==> src/sv/kscnt_pkg.sv <==
// Shared constants, types and count arithmetic for the keyed saturating count table.
package kscnt_pkg;

  localparam int unsigned TableEntries = 16;
  localparam int unsigned IdxW         = $clog2(TableEntries);
  localparam int unsigned UsedW        = $clog2(TableEntries + 1);
  localparam int unsigned KeyW         = 32;
  localparam int unsigned CntW         = 8;
  localparam int unsigned CmdW         = 3;

  typedef enum logic [CmdW-1:0] {
    CMD_ADD_KEY    = 3'd0,
    CMD_SUB_KEY    = 3'd1,
    CMD_SUB_SLOT   = 3'd2,
    CMD_REMOVE     = 3'd3,
    CMD_QUERY_KEY  = 3'd4,
    CMD_QUERY_SLOT = 3'd5,
    CMD_FIND_KEY   = 3'd6
  } cmd_e;

  typedef enum logic [2:0] {
    ST_IDLE,
    ST_READ,
    ST_CHECK,
    ST_SHIFT_RD,
    ST_SHIFT_WR,
    ST_RESP
  } state_e;

  typedef struct packed {
    logic            found;
    logic [CntW-1:0] count;
    logic [IdxW-1:0] slot;
    logic            drop;
  } result_t;

  typedef struct packed {
    logic [KeyW-1:0] key;
    logic [CntW-1:0] count;
  } entry_t;

  // Saturating count add, clamps at all ones.
  function automatic logic [CntW-1:0] sat_add(input logic [CntW-1:0] a,
                                              input logic [CntW-1:0] b);
    logic [CntW:0] sum;
    sum = {1'b0, a} + {1'b0, b};
    return sum[CntW] ? {CntW{1'b1}} : sum[CntW-1:0];
  endfunction

  // Saturating count subtract, clamps at zero.
  function automatic logic [CntW-1:0] sat_sub(input logic [CntW-1:0] a,
                                              input logic [CntW-1:0] b);
    return (a > b) ? (a - b) : '0;
  endfunction

endpackage

==> src/sv/keyed_saturating_count_table_top.sv <==
// Keyed saturating count table: entry memory, scan/update sequencer and result register.
//
// Holds up to 16 (key, 8-bit count) entries in insertion order in one synchronous
// single-port-style memory (one read, one write per cycle, read data registered).
// One command is worked at a time; in_stall_o is high from the transfer until the
// result has been handed to the output register. Key commands (add, sub, query, find)
// scan the table from entry 0, each entry read and then compared, until the key is
// found or the used entries run out. Index commands read the addressed entry once;
// an out-of-range index, like an unused command, goes straight to the result. Remove
// reads the addressed entry and then moves every later entry down by one, each read
// and then written. The input opens in the cycle after the result is loaded. An
// append on a miss writes (key, amount) at the end of the table; with the table full
// the append is dropped and full_drop_o is set. Counts saturate at 255 and 0. The
// output register frees the input side as soon as a result is parked there, so a new
// command may start while the previous result is still stalled. Entry storage has no
// reset: only entries below the fill count are ever used, and those have been written.
module keyed_saturating_count_table_top (
  input  logic                           clk_i,
  input  logic                           rst_ni,
  // command channel
  input  logic                           in_valid_i,
  output logic                           in_stall_o,
  input  logic [kscnt_pkg::CmdW-1:0]     cmd_i,
  input  logic [kscnt_pkg::KeyW-1:0]     item_key_i,
  input  logic [kscnt_pkg::IdxW-1:0]     slot_i,
  input  logic [kscnt_pkg::CntW-1:0]     amount_i,
  // result channel
  output logic                           out_valid_o,
  input  logic                           out_stall_i,
  output logic                           found_o,
  output logic [kscnt_pkg::CntW-1:0]     count_out_o,
  output logic [kscnt_pkg::IdxW-1:0]     slot_out_o,
  output logic                           full_drop_o,
  output logic [kscnt_pkg::UsedW-1:0]    entries_used_o
);

  // ---------------------------------------------------------------------------
  // Control and command registers
  // ---------------------------------------------------------------------------
  kscnt_pkg::state_e                 state_q, state_d;
  logic [kscnt_pkg::UsedW-1:0]       used_q, used_d;
  logic [kscnt_pkg::UsedW-1:0]       idx_q, idx_d;
  logic [kscnt_pkg::UsedW-1:0]       idx_nxt;
  logic                              out_valid_q;

  logic [kscnt_pkg::CmdW-1:0]        cmd_q;
  logic [kscnt_pkg::KeyW-1:0]        key_q;
  logic [kscnt_pkg::IdxW-1:0]        slot_q;
  logic [kscnt_pkg::CntW-1:0]        amt_q;

  kscnt_pkg::result_t                res_q, res_d;
  kscnt_pkg::result_t                out_res_q;
  logic [kscnt_pkg::UsedW-1:0]       out_used_q;

  logic                              in_xfer;
  logic                              out_load;

  // ---------------------------------------------------------------------------
  // Entry memory: one read port (registered data), one write port
  // ---------------------------------------------------------------------------
  kscnt_pkg::entry_t                 mem_q [kscnt_pkg::TableEntries];
  kscnt_pkg::entry_t                 rd_q;
  logic                              mem_we;
  logic [kscnt_pkg::IdxW-1:0]        mem_waddr;
  logic [kscnt_pkg::IdxW-1:0]        mem_raddr;
  kscnt_pkg::entry_t                 mem_wdata;

  logic [kscnt_pkg::CntW-1:0]        add_cnt;
  logic [kscnt_pkg::CntW-1:0]        sub_cnt;

  always_ff @(posedge clk_i) begin
    if (mem_we) begin
      mem_q[mem_waddr] <= mem_wdata;
    end
    rd_q <= mem_q[mem_raddr];
  end

  assign in_stall_o = (state_q != kscnt_pkg::ST_IDLE);
  assign in_xfer    = in_valid_i && !in_stall_o;
  assign idx_nxt    = idx_q + 1'b1;
  assign add_cnt    = kscnt_pkg::sat_add(rd_q.count, amt_q);
  assign sub_cnt    = kscnt_pkg::sat_sub(rd_q.count, amt_q);

  // ---------------------------------------------------------------------------
  // Sequencer: next state, memory accesses, result
  // ---------------------------------------------------------------------------
  always_comb begin
    state_d   = state_q;
    idx_d     = idx_q;
    used_d    = used_q;
    res_d     = res_q;
    mem_we    = 1'b0;
    mem_waddr = idx_q[kscnt_pkg::IdxW-1:0];
    mem_wdata = rd_q;
    mem_raddr = idx_q[kscnt_pkg::IdxW-1:0];
    out_load  = 1'b0;

    case (state_q)
      kscnt_pkg::ST_IDLE: begin
        if (in_xfer) begin
          idx_d   = '0;
          state_d = kscnt_pkg::ST_READ;
        end
      end

      kscnt_pkg::ST_READ: begin
        case (cmd_q)
          kscnt_pkg::CMD_ADD_KEY, kscnt_pkg::CMD_SUB_KEY,
          kscnt_pkg::CMD_QUERY_KEY, kscnt_pkg::CMD_FIND_KEY: begin
            if (idx_q >= used_q) begin
              // scan ran off the used entries: key missing
              res_d   = '0;
              state_d = kscnt_pkg::ST_RESP;
              if (cmd_q == kscnt_pkg::CMD_ADD_KEY) begin
                if (used_q < kscnt_pkg::UsedW'(kscnt_pkg::TableEntries)) begin
                  mem_we          = 1'b1;
                  mem_waddr       = used_q[kscnt_pkg::IdxW-1:0];
                  mem_wdata.key   = key_q;
                  mem_wdata.count = amt_q;
                  used_d          = used_q + 1'b1;
                  res_d.count     = amt_q;
                end else begin
                  res_d.drop = 1'b1;
                end
              end
            end else begin
              mem_raddr = idx_q[kscnt_pkg::IdxW-1:0];
              state_d   = kscnt_pkg::ST_CHECK;
            end
          end
          kscnt_pkg::CMD_SUB_SLOT, kscnt_pkg::CMD_REMOVE,
          kscnt_pkg::CMD_QUERY_SLOT: begin
            if ({1'b0, slot_q} >= used_q) begin
              res_d   = '0;
              state_d = kscnt_pkg::ST_RESP;
            end else begin
              mem_raddr = slot_q;
              state_d   = kscnt_pkg::ST_CHECK;
            end
          end
          default: begin
            res_d   = '0;
            state_d = kscnt_pkg::ST_RESP;
          end
        endcase
      end

      kscnt_pkg::ST_CHECK: begin
        res_d.found = 1'b1;
        res_d.drop  = 1'b0;
        res_d.slot  = slot_q;
        res_d.count = rd_q.count;
        state_d     = kscnt_pkg::ST_RESP;
        case (cmd_q)
          kscnt_pkg::CMD_ADD_KEY, kscnt_pkg::CMD_SUB_KEY,
          kscnt_pkg::CMD_QUERY_KEY, kscnt_pkg::CMD_FIND_KEY: begin
            res_d.slot = idx_q[kscnt_pkg::IdxW-1:0];
            if (rd_q.key == key_q) begin
              if (cmd_q == kscnt_pkg::CMD_ADD_KEY) begin
                mem_we          = 1'b1;
                mem_wdata.count = add_cnt;
                res_d.count     = add_cnt;
              end else if (cmd_q == kscnt_pkg::CMD_SUB_KEY) begin
                mem_we          = 1'b1;
                mem_wdata.count = sub_cnt;
                res_d.count     = sub_cnt;
              end
            end else begin
              // no hit here, try the next entry
              res_d   = res_q;
              idx_d   = idx_nxt;
              state_d = kscnt_pkg::ST_READ;
            end
          end
          kscnt_pkg::CMD_SUB_SLOT: begin
            mem_we          = 1'b1;
            mem_waddr       = slot_q;
            mem_wdata.count = sub_cnt;
            res_d.count     = sub_cnt;
          end
          kscnt_pkg::CMD_REMOVE: begin
            idx_d   = {1'b0, slot_q};
            state_d = kscnt_pkg::ST_SHIFT_RD;
          end
          default: begin
          end
        endcase
      end

      kscnt_pkg::ST_SHIFT_RD: begin
        if (idx_nxt >= used_q) begin
          used_d  = used_q - 1'b1;
          state_d = kscnt_pkg::ST_RESP;
        end else begin
          mem_raddr = idx_nxt[kscnt_pkg::IdxW-1:0];
          state_d   = kscnt_pkg::ST_SHIFT_WR;
        end
      end

      kscnt_pkg::ST_SHIFT_WR: begin
        // entry idx+1 moves down to idx
        mem_we    = 1'b1;
        mem_waddr = idx_q[kscnt_pkg::IdxW-1:0];
        mem_wdata = rd_q;
        idx_d     = idx_nxt;
        state_d   = kscnt_pkg::ST_SHIFT_RD;
      end

      kscnt_pkg::ST_RESP: begin
        if (!out_valid_q || !out_stall_i) begin
          out_load = 1'b1;
          state_d  = kscnt_pkg::ST_IDLE;
        end
      end

      default: begin
        state_d = kscnt_pkg::ST_IDLE;
      end
    endcase
  end

  // ---------------------------------------------------------------------------
  // Registers
  // ---------------------------------------------------------------------------
  always_ff @(posedge clk_i or negedge rst_ni) begin
    if (!rst_ni) begin
      state_q     <= kscnt_pkg::ST_IDLE;
      used_q      <= '0;
      idx_q       <= '0;
      out_valid_q <= 1'b0;
    end else begin
      state_q <= state_d;
      used_q  <= used_d;
      idx_q   <= idx_d;
      if (out_load) begin
        out_valid_q <= 1'b1;
      end else if (!out_stall_i) begin
        out_valid_q <= 1'b0;
      end
    end
  end

  // command and result payload
  always_ff @(posedge clk_i) begin
    if (in_xfer) begin
      cmd_q  <= cmd_i;
      key_q  <= item_key_i;
      slot_q <= slot_i;
      amt_q  <= amount_i;
    end
    res_q <= res_d;
    if (out_load) begin
      out_res_q  <= res_q;
      out_used_q <= used_q;
    end
  end

  assign out_valid_o    = out_valid_q;
  assign found_o        = out_res_q.found;
  assign count_out_o    = out_res_q.count;
  assign slot_out_o     = out_res_q.slot;
  assign full_drop_o    = out_res_q.drop;
  assign entries_used_o = out_used_q;

  // ---------------------------------------------------------------------------
  // Assertions
  // ---------------------------------------------------------------------------
  a_used_in_range: assert property (@(posedge clk_i) disable iff (!rst_ni)
    used_q <= kscnt_pkg::UsedW'(kscnt_pkg::TableEntries))
    else $error("fill count beyond table size");

  a_write_below_fill: assert property (@(posedge clk_i) disable iff (!rst_ni)
    mem_we |-> ({1'b0, mem_waddr} < used_d))
    else $error("entry write outside the used part of the table");

  a_drop_only_full: assert property (@(posedge clk_i) disable iff (!rst_ni)
    (out_valid_o && full_drop_o) |->
      (!found_o && entries_used_o == kscnt_pkg::UsedW'(kscnt_pkg::TableEntries)))
    else $error("append dropped while table had room");

  a_xfer_starts_read: assert property (@(posedge clk_i) disable iff (!rst_ni)
    in_xfer |=> (state_q == kscnt_pkg::ST_READ))
    else $error("accepted command did not start");

endmodule

==> config.mk <==
export PLATFORM = sky130hd
export DESIGN_NAME = keyed_saturating_count_table_top
export DESIGN_NICKNAME = d
export VERILOG_FILES = /design/src/sv/kscnt_pkg.sv /design/src/sv/keyed_saturating_count_table_top.sv
export SDC_FILE = /design/constraint.sdc
export NUM_CORES = 1
export LEC_CHECK = 0
export BUFFER_PORTS_ARGS = -buffer_cell sky130_fd_sc_hd__clkbuf_2
export CAP_MARGIN = 20
export CELL_PAD_IN_SITES_DETAIL_PLACEMENT = 2
export CELL_PAD_IN_SITES_GLOBAL_PLACEMENT = 2
export CORE_MARGIN = 2
export CORE_UTILIZATION = 30
export CTS_BUF_LIST = sky130_fd_sc_hd__clkbuf_8
export CTS_CLUSTER_SIZE = 40
export DETAILED_ROUTE_END_ITERATION = 8
export PLACE_DENSITY = 0.59
export SLEW_MARGIN = 20
export SYNTH_ARGS = -nofsm -noshare
export SYNTH_HDL_FRONTEND = slang
export SYNTH_SLANG_ARGS = --single-unit
==> constraint.sdc <==
create_clock -name clk_i -period 6.95 [get_ports clk_i]
set_clock_uncertainty 0.05 [all_clocks]
set_input_delay 0.3475 -clock clk_i [delete_from_list [all_inputs] [get_ports clk_i]]
set_output_delay 0.3475 -clock clk_i [all_outputs]
set_load 0.01 [all_outputs]
Word level (Yosys, flattened, before mapping)
Memory sizes are Yosys's and may differ from the RTL's. A register that Yosys moved wholly into a read port is not among the register bits.
Index checks and enable logic that the tools add are counted.
{"block": "word_totals", "in_bits": 51, "wordCells": 140, "ram_bits": 640, "memories": 1, "ff_bits": 94}
{"memory": "mem_q", "depth": 16, "width": 40, "read_ports": 1, "rd_clocked_by_memory_dff": 1, "write_ports": 1, "line_no": "keyed_saturating_count_table_top.sv:61", "source": "kscnt_pkg::entry_t mem_q [kscnt_pkg::TableEntries];"}
{"block": "classes", "n_mux": 70, "magnitude_cmp": 5, "reduce_logical": 17, "add_sub_neg": 5, "n_eq_ne": 25}
{"cell": "$mux W40", "count": 4}
{"cell": "$mux W8", "count": 8}
{"cell": "$pmux W14 S2", "count": 2}
{"cell": "$pmux W8 S2", "count": 3}
{"cell": "$mux W5", "count": 9}
{"cell": "$eq A32 B32 Y1", "count": 1}
{"cell": "$mux W32", "count": 1}
{"cell": "$mux W4", "count": 8}
{"cell": "$mux W14", "count": 2}
{"cell": "$pmux W5 S2", "count": 2}
{"cell": "$mux W1", "count": 18}
{"cell": "$pmux W3 S6", "count": 1}
{"cell": "$pmux W4 S2", "count": 2}
{"cell": "$eq A3 B3 Y1 const B", "count": 5}
{"cell": "$mux W3", "count": 5}
{"cell": "$pmux W5 S3", "count": 1}
{"cell": "$eq A3 B2 Y1 const B", "count": 4}
{"cell": "$ne A2 B2 Y1 const B", "count": 6}
{"cell": "$ne A3 B3 Y1 const B", "count": 4}
{"cell": "$pmux W3 S2", "count": 2}
{"cell": "$add A5 B1 Y5 const B", "count": 2}
{"cell": "$ge A5 B5 Y1", "count": 2}
{"cell": "$add A8 B8 Y9", "count": 1}
{"cell": "$gt A8 B8 Y1", "count": 1}
{"cell": "other kinds (20)", "count": 28}

Longest topological paths before layout
Gate-level depths: netlist of the first run.
{"block": "logic_depth", "depth_word": 8, "mapped_depth": 16}

Least setup slack after synthesis of the first run
Ideal clock, no wire load.
{"block": "synth_timing", "path_kind": "register -> register", "start": "register idx_q[0] in the netlist's numbering", "end": "memory mem_q[0][0] in the netlist's numbering, enable pin", "arrival_ns": 4.467, "stages_incl_launch_ff": 15, "slack_ns": 1.996, "synth_period_minus_slack_ns": 4.954, "t_required_ns": 6.462, "path_cell_list": "dfrtp_1 -> clkbuf_1 -> inv_1 -> ha_1 -> nand2b_1 -> a21o_1 -> a21o_1 -> a21oi_1 -> o21bai_1 -> and3_1 -> clkbuf_1 -> clkbuf_1 -> a221oi_1 -> nand2_1 -> nor2_1"}
{"block": "synth_between", "elab_chain_cells": 6, "word_cells_on_any_way": 12}
{"item": "from (decl)", "line_no": "keyed_saturating_count_table_top.sv:42", "source": "logic [kscnt_pkg::UsedW-1:0] idx_q, idx_d;"}
{"item": "from (signal assigned)", "line_no": "keyed_saturating_count_table_top.sv:234", "source": "idx_q <= idx_d;"}
{"item": "$ge A5 B5 Y1", "line_no": "keyed_saturating_count_table_top.sv:110", "source": "if (idx_q >= used_q) begin"}
{"item": "$mux W1", "line_no": "keyed_saturating_count_table_top.sv:110"}
{"item": "$mux W1", "line_no": "keyed_saturating_count_table_top.sv:107", "source": "case (cmd_q)"}
{"item": "$pmux W1 S3", "line_no": "keyed_saturating_count_table_top.sv:98", "source": "case (state_q)"}
{"item": "$mux W1", "line_no": "keyed_saturating_count_table_top.sv:72", "source": "if (mem_we) begin"}
{"item": "$mux W1 (implied by the code)", "line_no": "keyed_saturating_count_table_top.sv:73", "source": "mem_q[mem_waddr] <= mem_wdata;"}
{"item": "to (decl)", "line_no": "keyed_saturating_count_table_top.sv:61"}
Several ways; a longest one is shown, not always the timed one.

Worst setup path after layout of the first run
{"block": "layout_timing", "start": "register key_q[28] in the netlist's numbering", "end": "memory mem_q[0][16] in the netlist's numbering, enable pin"}
{"block": "layout_between", "elab_chain_cells": 6}
{"item": "from (decl)", "line_no": "keyed_saturating_count_table_top.sv:47", "source": "logic [kscnt_pkg::KeyW-1:0] key_q;"}
{"item": "from (signal assigned)", "line_no": "keyed_saturating_count_table_top.sv:247", "source": "key_q <= item_key_i;"}
{"item": "$eq A32 B32 Y1", "line_no": "keyed_saturating_count_table_top.sv:158", "source": "if (rd_q.key == key_q) begin"}
{"item": "$mux W1", "line_no": "keyed_saturating_count_table_top.sv:158"}
{"item": "$pmux W1 S2", "line_no": "keyed_saturating_count_table_top.sv:154", "source": "case (cmd_q)"}
{"item": "$pmux W1 S3", "line_no": "keyed_saturating_count_table_top.sv:98"}
{"item": "$mux W1", "line_no": "keyed_saturating_count_table_top.sv:72"}
{"item": "$mux W1 (implied by the code)", "line_no": "keyed_saturating_count_table_top.sv:73"}
No other way between the ends.

==> metrics, run 1 <==
row count 118; port buffer count 71; # setup viols final 0; Switching Fraction 36.8%; Internal 0.0101 W; MaxCap Viol Count 0; fin util 35.6%; hold crit path type input port to flop; hold path startpoint item_key_i[0]; crit-path leading delay family simple AND/OR/NAND/NOR gates; register area share after synthesis 72.7%; Leakage 13.3 nW; dominant cells by area after synthesis edfxtp_1, nand2_1, mux2i_1, a32oi_1, dfxtp_1; Slew @ Worst Pin 1.16 ns; simple logic cell fraction of the synthesized area 9.05%; post-synthesis mux area share 5.45%; fin crit share 77.2%; Mapped Cells 2,128; pre-CTS setup slack 1.59 ns; Hold Vio Cnt, Final 0; Worst R2R End mem_q[0][16]$_DFFE_PP_; die height 327 µm; Initial Util 30.3%; Worst Path Buf+Inv 2; crit path DAT 5.77 ns; vias per cell 5.05; EDFF count, synth 720; CTS tree built; Fillers 10,400; Final Critical Period 5.37 ns; mapped cell area 31,300 µm²; Max-slew headroom 22.2%; drt first pass iters 5; Wirelength per Cell 25.4 µm; final hold slack 0.215 ns; Worst-path clk slew 0.06 ns; Clk pwr share 26.4%; # DRC 0; crit-path max FO 22; Synth Area in XOR/XNOR 1.34%; Clock Path Buffers 3; final WL 97,000 µm; global-route usage over all layers 18.2%; die span in x 327 µm; Num CTS Buffers 137; sequential share of power 41.2%; Avg Cell Area, Syn 14.7 µm²; CTS Root Cell clkbuf_8; Final Instance Area 36,900 µm²; largest family of logic cells by synthesized area simple AND/OR/NAND/NOR gates; Synth top area share 69.0%; synthesized net count 2,216; Cell Area, Placed 33,600 µm²; CP endpoint kind flop; status finished, final reports clean; max-slew violations 0; critical path cell sequence xor2_1 -> nor4_1 -> nand4_1 -> nor2_1 -> buf_4 -> a21oi_1 -> o22ai_1 -> nand3_1 -> nor2_4 -> buf_4; synthesis-stage register bit count 774; global route total overflow 0; layout cells sized above 1 14.7%; number of distinct library cells after synthesis 69; CP required 7.35 ns; RSZ-0062 raised after global routing false; pin count of the biggest net entering global routing 77; first-pass GRT wire length 143,000 µm; Initial DRC Count 1,004; Hold EP key_q[0]$_DFFE_PP_; setup TNS 0 ns; setup slack, reg-to-reg 1.58 ns; cell repeated most along the worst path buf_4; highest-delay cell along the critical path nor4_1; io pins 72; gp weighted congestion 0.789; top_reg_cell synth edfxtp_1; Die Area 107,000 µm²; Gates resized, CTS repair 0; pwr dens 434 nW/µm²; DRT antenna net count 0; slowest stage delay, CP 0.94 ns; Critical Path Start key_q[28]$_DFFE_PP_; hold path depth 2; Max Clock Freq 186 MHz; Comb pwr share 32.4%; NetSw 0.00588 W; via count 19,300; worst-skew pair later-pin latency 0.81 ns; Async S/R FF share, synth 1.81%; reg2reg path depth 10; nets 2,419; clock sinks 774; adder-cell share of the synthesized area 1.58%; synthesis warning total 0; crit path kind flop to flop; VDD IR max 0.273 mV; H-tree depth 4; Reg-to-Reg Start key_q[28]$_DFFE_PP_; crit start category flop; vias in the first global route 21,300; synth-to-layout area growth 17.7%; post-DP HPWL 58,700 µm; worst setup margin 1.58 ns; leading area contributor after synthesis edfxtp_1; initial antenna violation count 4; Core Region 103,000 µm²; Synth Area in Compound Gates 7.82%
==> per-stage QoR <==
step / std cells / total power (W)
finish: 3817 / 0.0160
global route: 3817 / 0.0169
CTS: 3814 / 0.0162
detailed placement: 3519 / 0.0119
global placement: 3519 / 0.0117
floorplan: 2128 / 0.00988
==> worst register-to-register path, delay by kind of cell (launching register included) <==
| family | cells | cell delay (ns) |
|---|---|---|
| simple gates | 5 | 3.10 |
| buf+inv | 2 | 0.70 |
| compound gates | 2 | 0.50 |
| flops | 1 | 0.44 |
| xor+xnor | 1 | 0.20 |
==> metal layers <==
layer	vias up	part of all wire, %	GRT usage [%]
met4	4	3.7	7.63
li1	8586	-	-
met2	389	49	30.6
met5	-	0.028	0
met3	195	3.6	3.14
met1	10100	44	23.2
==> area by class of cell <==
class                   count  area, µm²  share of cell area (%)
diodes                      1       2.50                 0.00679
clock buffers             152       2090                    5.67
clock inverters            92        601                    1.63
inverters                  31        116                   0.316
multi-input cells        1207       8150                    22.1
flip-flops and latches    774      22800                    61.8
well taps                1380       1730                    4.68
repair buffers            180       1400                    3.81
==> power groups by stage <==
stage,Sequential (W),Clock [W],Combinational (W)
floorplan,0.00653,0,0.00335
finish,0.00659,0.00422,0.00518
detailed placement,0.00669,0,0.00523
CTS,0.00660,0.00436,0.00528
global route,0.00664,0.00456,0.00570
global placement,0.00667,0,0.00506
==> Yosys cell counts, types with 8 or more instances <==
| library cell | count |
|---|---|
| nor2_1 | 65 |
| and4_1 | 40 |
| ha_1 | 34 |
| a21oi_1 | 28 |
| buf_2 | 26 |
| xor2_1 | 40 |
| nand2b_1 | 11 |
| a32oi_1 | 160 |
| nor3_1 | 9 |
| nand3_1 | 16 |
| clkbuf_1 | 69 |
| dfrtp_1 | 14 |
| a21o_1 | 11 |
| edfxtp_1 | 720 |
| nor2b_1 | 9 |
| xnor2_1 | 8 |
| dfxtp_1 | 40 |
| buf_4 | 14 |
| mux2i_1 | 166 |
| nand2_1 | 453 |
| nor4_1 | 8 |
| inv_1 | 31 |
| o21ai_0 | 24 |
| a22o_1 | 8 |
==> registers in the layout (all words and copies together) (netlist names), 8 cells and up <==
signal and count:
res_q 14, key_q 32, count_out_o 8, amt_q 8
rd_q 40, mem_q 640
==> layout by cell type (no fill, tap or decap), drive strengths merged, types with 7 or more instances in the layout <==
cell type    instances
mux2i              166
nand2b              11
a21o                11
clkbuf             223
nand4                7
nor2                66
clkinv              29
nor2b               10
o21bai               7
nand3               16
dlygate4sd3         51
dfxtp               40
xor2                40
and4                40
a221oi               7
edfxtp             720
a32oi              160
inv                 86
nand2              454
ha                  34
nor4                 8
o211ai               7
buf                 58
o21ai               27
xnor2                8
a21oi               30
nor3                11
dfrtp               14
a22o                 8
==> worst max path at each step <==
stage,end,slack (ns),cells after the start
2_1_floorplan,mem_q[0][0]$_DFFE_PP_,2.00,14
3_3_place_gp,mem_q[2][18]$_DFFE_PP_,1.52,10
3_5_place_dp,mem_q[2][24]$_DFFE_PP_,1.59,10
4_1_cts,mem_q[0][26]$_DFFE_PP_,1.55,10
5_1_grt,mem_q[0][26]$_DFFE_PP_,1.37,10
6_report,mem_q[0][16]$_DFFE_PP_,1.58,10
==> kinds of logic (layout without fill, tap and decap cells) <==
group | after synthesis | after routing
buffers and inverters | 147 | 455
and+or+nand+nor | 644 | 644
other | 0 | 1
AOI/OAI and AO/OA | 307 | 307
adders and majority gates | 38 | 38
muxes | 170 | 170
xor gates and xnor gates | 48 | 48
DFF | 774 | 774
==> repair_timing <==
item                      CTS  global route
hold endpoints to repair   64             0
setup buffers               0             0
hold buffers               51             0
Power figures use the tool's default switching activity.
==> run 2, diff against run 1 <==
==> constraint.sdc (replaced) <==
create_clock -name clk_i -period 5.5 [get_ports clk_i]
set_clock_uncertainty 0.05 [all_clocks]
set_input_delay 0.275 -clock clk_i [delete_from_list [all_inputs] [get_ports clk_i]]
set_output_delay 0.275 -clock clk_i [all_outputs]
set_load 0.01 [all_outputs]
==> run 2 against run 1 <==
  * Register-to-register slack got worse by 0.74 ns
  * Sequential share of layout area grew 0.11 points
  * Final area is 0.18% lower
  * Die area unchanged
  * First-iteration DRC count rose by 7.5%
  * Final cell count is 0.26% higher
  * Core utilization down 0.064 points
  * Hold slack worse by 0.076 ns
  * Sequential cell count did not move
  * Highest routed layer is now met4
  * Via count about the same
  * Fmax increased by 15%
==> metrics, run 2 (same netlist as run 1, synthesis figures left out) <==
clock sinks 774; CTS Root Cell clkbuf_8; Slew @ Worst Pin 0.885 ns; Final Non-Filler Cells 3,827; Hold Vio Cnt, Final 0; CP endpoint kind flop; crit-path leading delay family simple AND/OR/NAND/NOR gates; crit start category flop; first-pass GRT wire length 140,000 µm; Max Clock Freq 215 MHz; Initial DRC Count 1,079; DRT antenna net count 0; most frequent cells in the layout edfxtp_1, nand2_1, mux2i_1; # DRC 0; Worst-path clk slew 0.06 ns; Clock Path Buffers 3; Max-slew headroom 40.9%; Gates resized, CTS repair 0; CTS tree built; biggest regs mem_q x640, rd_q x40, key_q x32; commonest non-fill, non-tap cell in the layout edfxtp_1; RSZ-0062 raised after global routing false; Core Region 103,000 µm²; crit-path max FO 26; via count 19,300; Wirelength per Cell 24.8 µm; status finished, final reports clean; die height 327 µm; critical path cell sequence inv_1 -> ha_1 -> nand2b_1 -> a21o_1 -> a21o_1 -> a21oi_1 -> o21bai_1 -> and3_2 -> buf_4 -> a221o_1 -> nand2_1 -> nor2_4 -> buf_4; slowest stage delay, CP 0.61 ns; H-tree depth 4; Die Area 107,000 µm²; global route total overflow 0; final WL 94,800 µm; pwr dens 534 nW/µm²; crit path kind flop to flop; crit path DAT 5.03 ns; Final Instance Area 36,800 µm²; MaxCap Viol Count 0; nets 2,423; max-slew violations 0; gp weighted congestion 0.806; die span in x 327 µm; # setup viols final 0; hold crit path type input port to flop; Worst Path Buf+Inv 3; Inst Count DP 3,523; worst-skew pair later-pin latency 0.81 ns; CP required 5.87 ns; Initial Util 30.3%; Most flops, register mem_q; Num CTS Buffers 136; initial antenna violation count 1; layout cells sized above 1 14.1%; io pins 72; drt first pass iters 5; Final Critical Period 4.66 ns; VDD IR max 0.345 mV; vias per cell 5.04; pin count of the biggest net entering global routing 85; Leakage 13.3 nW; setup TNS 0 ns; global-route usage over all layers 17.7%; synth-to-layout area growth 17.5%; port buffer count 71; Cell Area, Placed 33,800 µm²; row count 118; highest-delay cell along the critical path and3_2; post-DP HPWL 55,400 µm; max reg flops 640; vias in the first global route 21,300; fin crit share 84.7%
run 2: changes by cell type in the layout (fill, tap and decap cells not counted), sizes merged:
cell    previous run  this run
buf               58        60
bufinv             5         0
clkbuf           223       215
clkinv            29        51
inv               86        85
run 2: where the power goes:
| group | switching [W] | internal, W |
|---|---|---|
| sequential | 0.000438 | 0.00791 |
| clock | 0.00244 | 0.00240 |
| combinational | 0.00436 | 0.00211 |
run 2: worst paths after layout:
kind	from	end	slack, ns	depth (start not counted)
max	idx_q[0]$_DFFE_PN0P_	mem_q[3][11]$_DFFE_PP_	0.84	13
max in group asynchronous	rst_ni	out_valid_o$_DFFE_PN0P_	4.31	3
min in group asynchronous	rst_ni	idx_q[2]$_DFFE_PN0P_	0.61	3
min reg2reg	res_q[11]$_DFFE_PP_	count_out_o[6]$_DFFE_PP_	0.37	0
min	item_key_i[29]	key_q[29]$_DFFE_PP_	0.14	2
max reg2reg	idx_q[0]$_DFFE_PN0P_	mem_q[3][11]$_DFFE_PP_	0.84	13
run 2: repair_timing:
item,in CTS,in global routing
hold buffers,51,0
hold endpoints to repair,98,0
setup buffers,0,0
run 2: per-layer routing:
layer / share of wire, % / GRT usage [%] / vias up
met1: 46 / 23.3 / 10200
met3: 3.3 / 2.99 / 167
met4: 2.4 / 5.77 / 0
met5: 0 / 0 / -
li1: - / - / 8598
met2: 49 / 29.8 / 348
run 2: final cells by class:
class	instances	area (µm²)
sequential	774	22800
inverter	31	116
multi-input combinational	1207	8140
antenna	1	2.50
timing repair buffer	185	1600
clock buffer	141	1940
clock inverter	108	499
tap	1380	1730
fill	10500	66700
run 2: through the flow:
stage	setup slack (ns)	util (%)	total power, W	hold slack, ns
after floorplan	0.546	-	0.0125	-0.0706
after global placement	1.06	32.7	0.0147	0.181
after detailed placement	0.903	32.7	0.0150	0.175
after CTS	0.813	35.5	0.0200	0.0643
after global routing	0.481	35.6	0.0208	0.0982
final	0.839	35.6	0.0197	0.139
==> run 3, diff against run 2 <==
--- a/config.mk
+++ b/config.mk
@@ -5,6 +5,7 @@
 export SDC_FILE = /design/constraint.sdc
 export NUM_CORES = 1
 export LEC_CHECK = 0
+export ABC_AREA = 1
 export BUFFER_PORTS_ARGS = -buffer_cell sky130_fd_sc_hd__clkbuf_2
 export CAP_MARGIN = 20
 export CELL_PAD_IN_SITES_DETAIL_PLACEMENT = 2
@@ -14,7 +15,7 @@
 export CTS_BUF_LIST = sky130_fd_sc_hd__clkbuf_8
 export CTS_CLUSTER_SIZE = 40
 export DETAILED_ROUTE_END_ITERATION = 8
-export PLACE_DENSITY = 0.59
+export PLACE_DENSITY = 0.63
 export SLEW_MARGIN = 20
 export SYNTH_ARGS = -nofsm -noshare
 export SYNTH_HDL_FRONTEND = slang
==> constraint.sdc (replaced) <==
create_clock -name clk_i -period 4.64 [get_ports clk_i]
set_clock_uncertainty 0.05 [all_clocks]
set_input_delay 0.232 -clock clk_i [delete_from_list [all_inputs] [get_ports clk_i]]
set_output_delay 0.232 -clock clk_i [all_outputs]
set_load 0.01 [all_outputs]
==> run 3 against run 2 <==
  * Sequential cell count stayed put
  * Synthesized area is 11% higher
  * Global-route usage grew 2.8 points
  * Synthesized cell count grew 59%
  * Total power up 54%
  * Final cell count is 37% higher
  * Clock power up 33%
  * First-iteration DRC count is 43% higher
  * Count of clock-buffer cells in the layout increased by 19
  * Critical path type unchanged
==> metrics, run 3 <==
CP endpoint kind flop; number of distinct library cells after synthesis 47; final hold slack 0.0925 ns; fin crit share 83.6%; post-DP HPWL 68,000 µm; CTS Root Cell clkbuf_8; RSZ-0062 raised after global routing false; max-slew violations 0; Comb pwr share 45.6%; port buffer count 71; Clock Path Buffers 3; Final Non-Filler Cells 5,238; die height 345 µm; synth-to-layout area growth 18.3%; Wirelength per Cell 22.9 µm; register area 22,800 µm²; Max-slew headroom 33.6%; EDFF count, synth 720; Post-CTS Setup Bufs 0; dominant cells by area after synthesis edfxtp_1, nand3_1, nand2_1, inv_1, dfxtp_1; # DRC 0; Mapped Cells 3,392; crit path kind flop to flop; final WL 120,000 µm; nets 3,695; CP required 5.14 ns; Die Area 119,000 µm²; row count 124; first-pass GRT wire length 182,000 µm; synthesis warning total 0; Slew @ Worst Pin 0.996 ns; Core Region 115,000 µm²; most frequent cells in the layout nand2_1, nand3_1, edfxtp_1; NetSw 0.0135 W; status finished, final reports clean; # setup viols final 0; die span in x 345 µm; crit start category flop; synthesized net count 3,480; mapped cell area 34,800 µm²; setup TNS 0 ns; clock sinks 774; Async S/R FF share, synth 1.81%; Internal 0.0168 W; Avg Cell Area, Syn 10.3 µm²; crit path DAT 4.38 ns; Inst Count DP 4,893; hold crit path type input port to flop; Num CTS Buffers 144; drt first pass iters 5; VDD IR max 0.602 mV; synthesis-stage register bit count 774; sequential share of power 33.3%; DRT antenna net count 0; Initial DRC Count 1,542; global-route usage over all layers 20.5%; top cells by count, synth nand2_1, nand3_1, edfxtp_1; vias per cell 4.95; Max Clock Freq 258 MHz; max reg flops 640; leading area contributor after synthesis edfxtp_1; gp weighted congestion 0.769; commonest non-fill, non-tap cell in the layout nand2_1; vias in the first global route 28,300; Worst-path clk slew 0.06 ns; crit-path max FO 16; register area share after synthesis 65.5%; Pwr Total 0.0304 W; worst-skew pair later-pin latency 0.85 ns; Final Critical Period 3.88 ns; most frequent cell after synthesis nand2_1; Hold Vio Cnt, Final 0; Fillers 12,300; Clk pwr share 21.1%; Multi-input gate area 9550 µm²; Switching Fraction 44.6%; pin count of the biggest net entering global routing 137; via count 25,900; CTS tree built; initial antenna violation count 2; Synth top area share 62.2%; pwr dens 738 nW/µm²; Initial Util 30.3%; biggest regs mem_q x640, rd_q x40, key_q x32; H-tree depth 4; Most flops, register mem_q; Leakage 17.1 nW; io pins 72; global route total overflow 0; layout cells sized above 1 11.7%; MaxCap Viol Count 0; top_reg_cell synth edfxtp_1
-- run 3: repair_timing --
item	in CTS	in global routing
endpoints found under the setup margin	0	0
hold buffers	80	0
hold endpoints to repair	83	0
gates resized for setup	0	0
-- run 3: through the flow --
stage | instance area, µm² | utilization, % | worst slack [ns]
2_1_floorplan | 34800 | - | 0.639
3_3_place_gp | 37600 | 32.8 | 0.790
3_5_place_dp | 37600 | 32.8 | 0.748
4_1_cts | 41100 | 35.9 | 0.713
5_1_grt | 41100 | 35.9 | 0.408
6_report | 41100 | 35.9 | 0.761
-- run 3: power groups by stage --
| stage | sequential (W) | clock (W) | combinational [W] |
|---|---|---|---|
| after floorplan | 0.0101 | 0 | 0.00861 |
| after CTS | 0.0101 | 0.00663 | 0.0141 |
| after global placement | 0.0102 | 0 | 0.0137 |
| after global routing | 0.0102 | 0.00691 | 0.0155 |
| after detailed placement | 0.0102 | 0 | 0.0140 |
| final | 0.0101 | 0.00642 | 0.0138 |
-- run 3: worst paths after layout --
kind,endpoint,cells past startpoint,slack (ns),start
setup / recovery,mem_q[5][0]$_DFFE_PP_,11,0.76,idx_q[2]$_DFFE_PN0P_
hold / removal,amt_q[6]$_DFFE_PP_,2,0.09,amount_i[6]
setup reg to reg,mem_q[5][0]$_DFFE_PP_,11,0.76,idx_q[2]$_DFFE_PN0P_
hold reg to reg,count_out_o[0]$_DFFE_PP_,0,0.36,res_q[5]$_DFFE_PP_
max in group asynchronous,idx_q[4]$_DFFE_PN0P_,3,3.46,rst_ni
min in group asynchronous,state_q[1]$_DFFE_PN0P_,3,0.52,rst_ni
-- run 3: worst max-delay path, cell delays in order (launching register included) --
cell and delay (ns):
dfrtp_1 0.62, ha_1 0.36, a21o_1 0.20, nand2_1 0.05, nand4_1 0.21, nand2_1 0.29
inv_2 0.17, nand2_4 0.09, nand3_1 0.43, nand3_1 0.29, clkinv_2 0.47, buf_12 0.37
-- run 3: per-layer routing --
layer	vias to the layer above	part of all wire, %	GRT usage [%]
li1	11900	-	-
met3	194	3.1	2.89
met4	0	2.3	5.91
met5	-	0	0
met2	425	48	34.7
met1	13400	46	27.4
-- run 3: layout make-up --
class	count	share of cell area [%]
Sequential cell	774	55.3
Multi-Input combinational cell	1983	23.2
Timing Repair Buffer	253	5.91
Clock buffer	160	5.35
Tap cell	1512	4.60
Inverter	451	4.18
Clock inverter	104	1.38
Antenna cell	1	0.00608
-- run 3: kinds of logic after synthesis --
family | after synthesis | share of synthesized area, %
and+or+nand+nor | 1745 | 22.0
DFF | 774 | 65.5
buffers and inverters | 635 | 7.30
AOI/OAI and AO/OA | 149 | 2.37
adders and majority gates | 37 | 1.40
xor gates and xnor gates | 34 | 0.856
muxes | 18 | 0.583
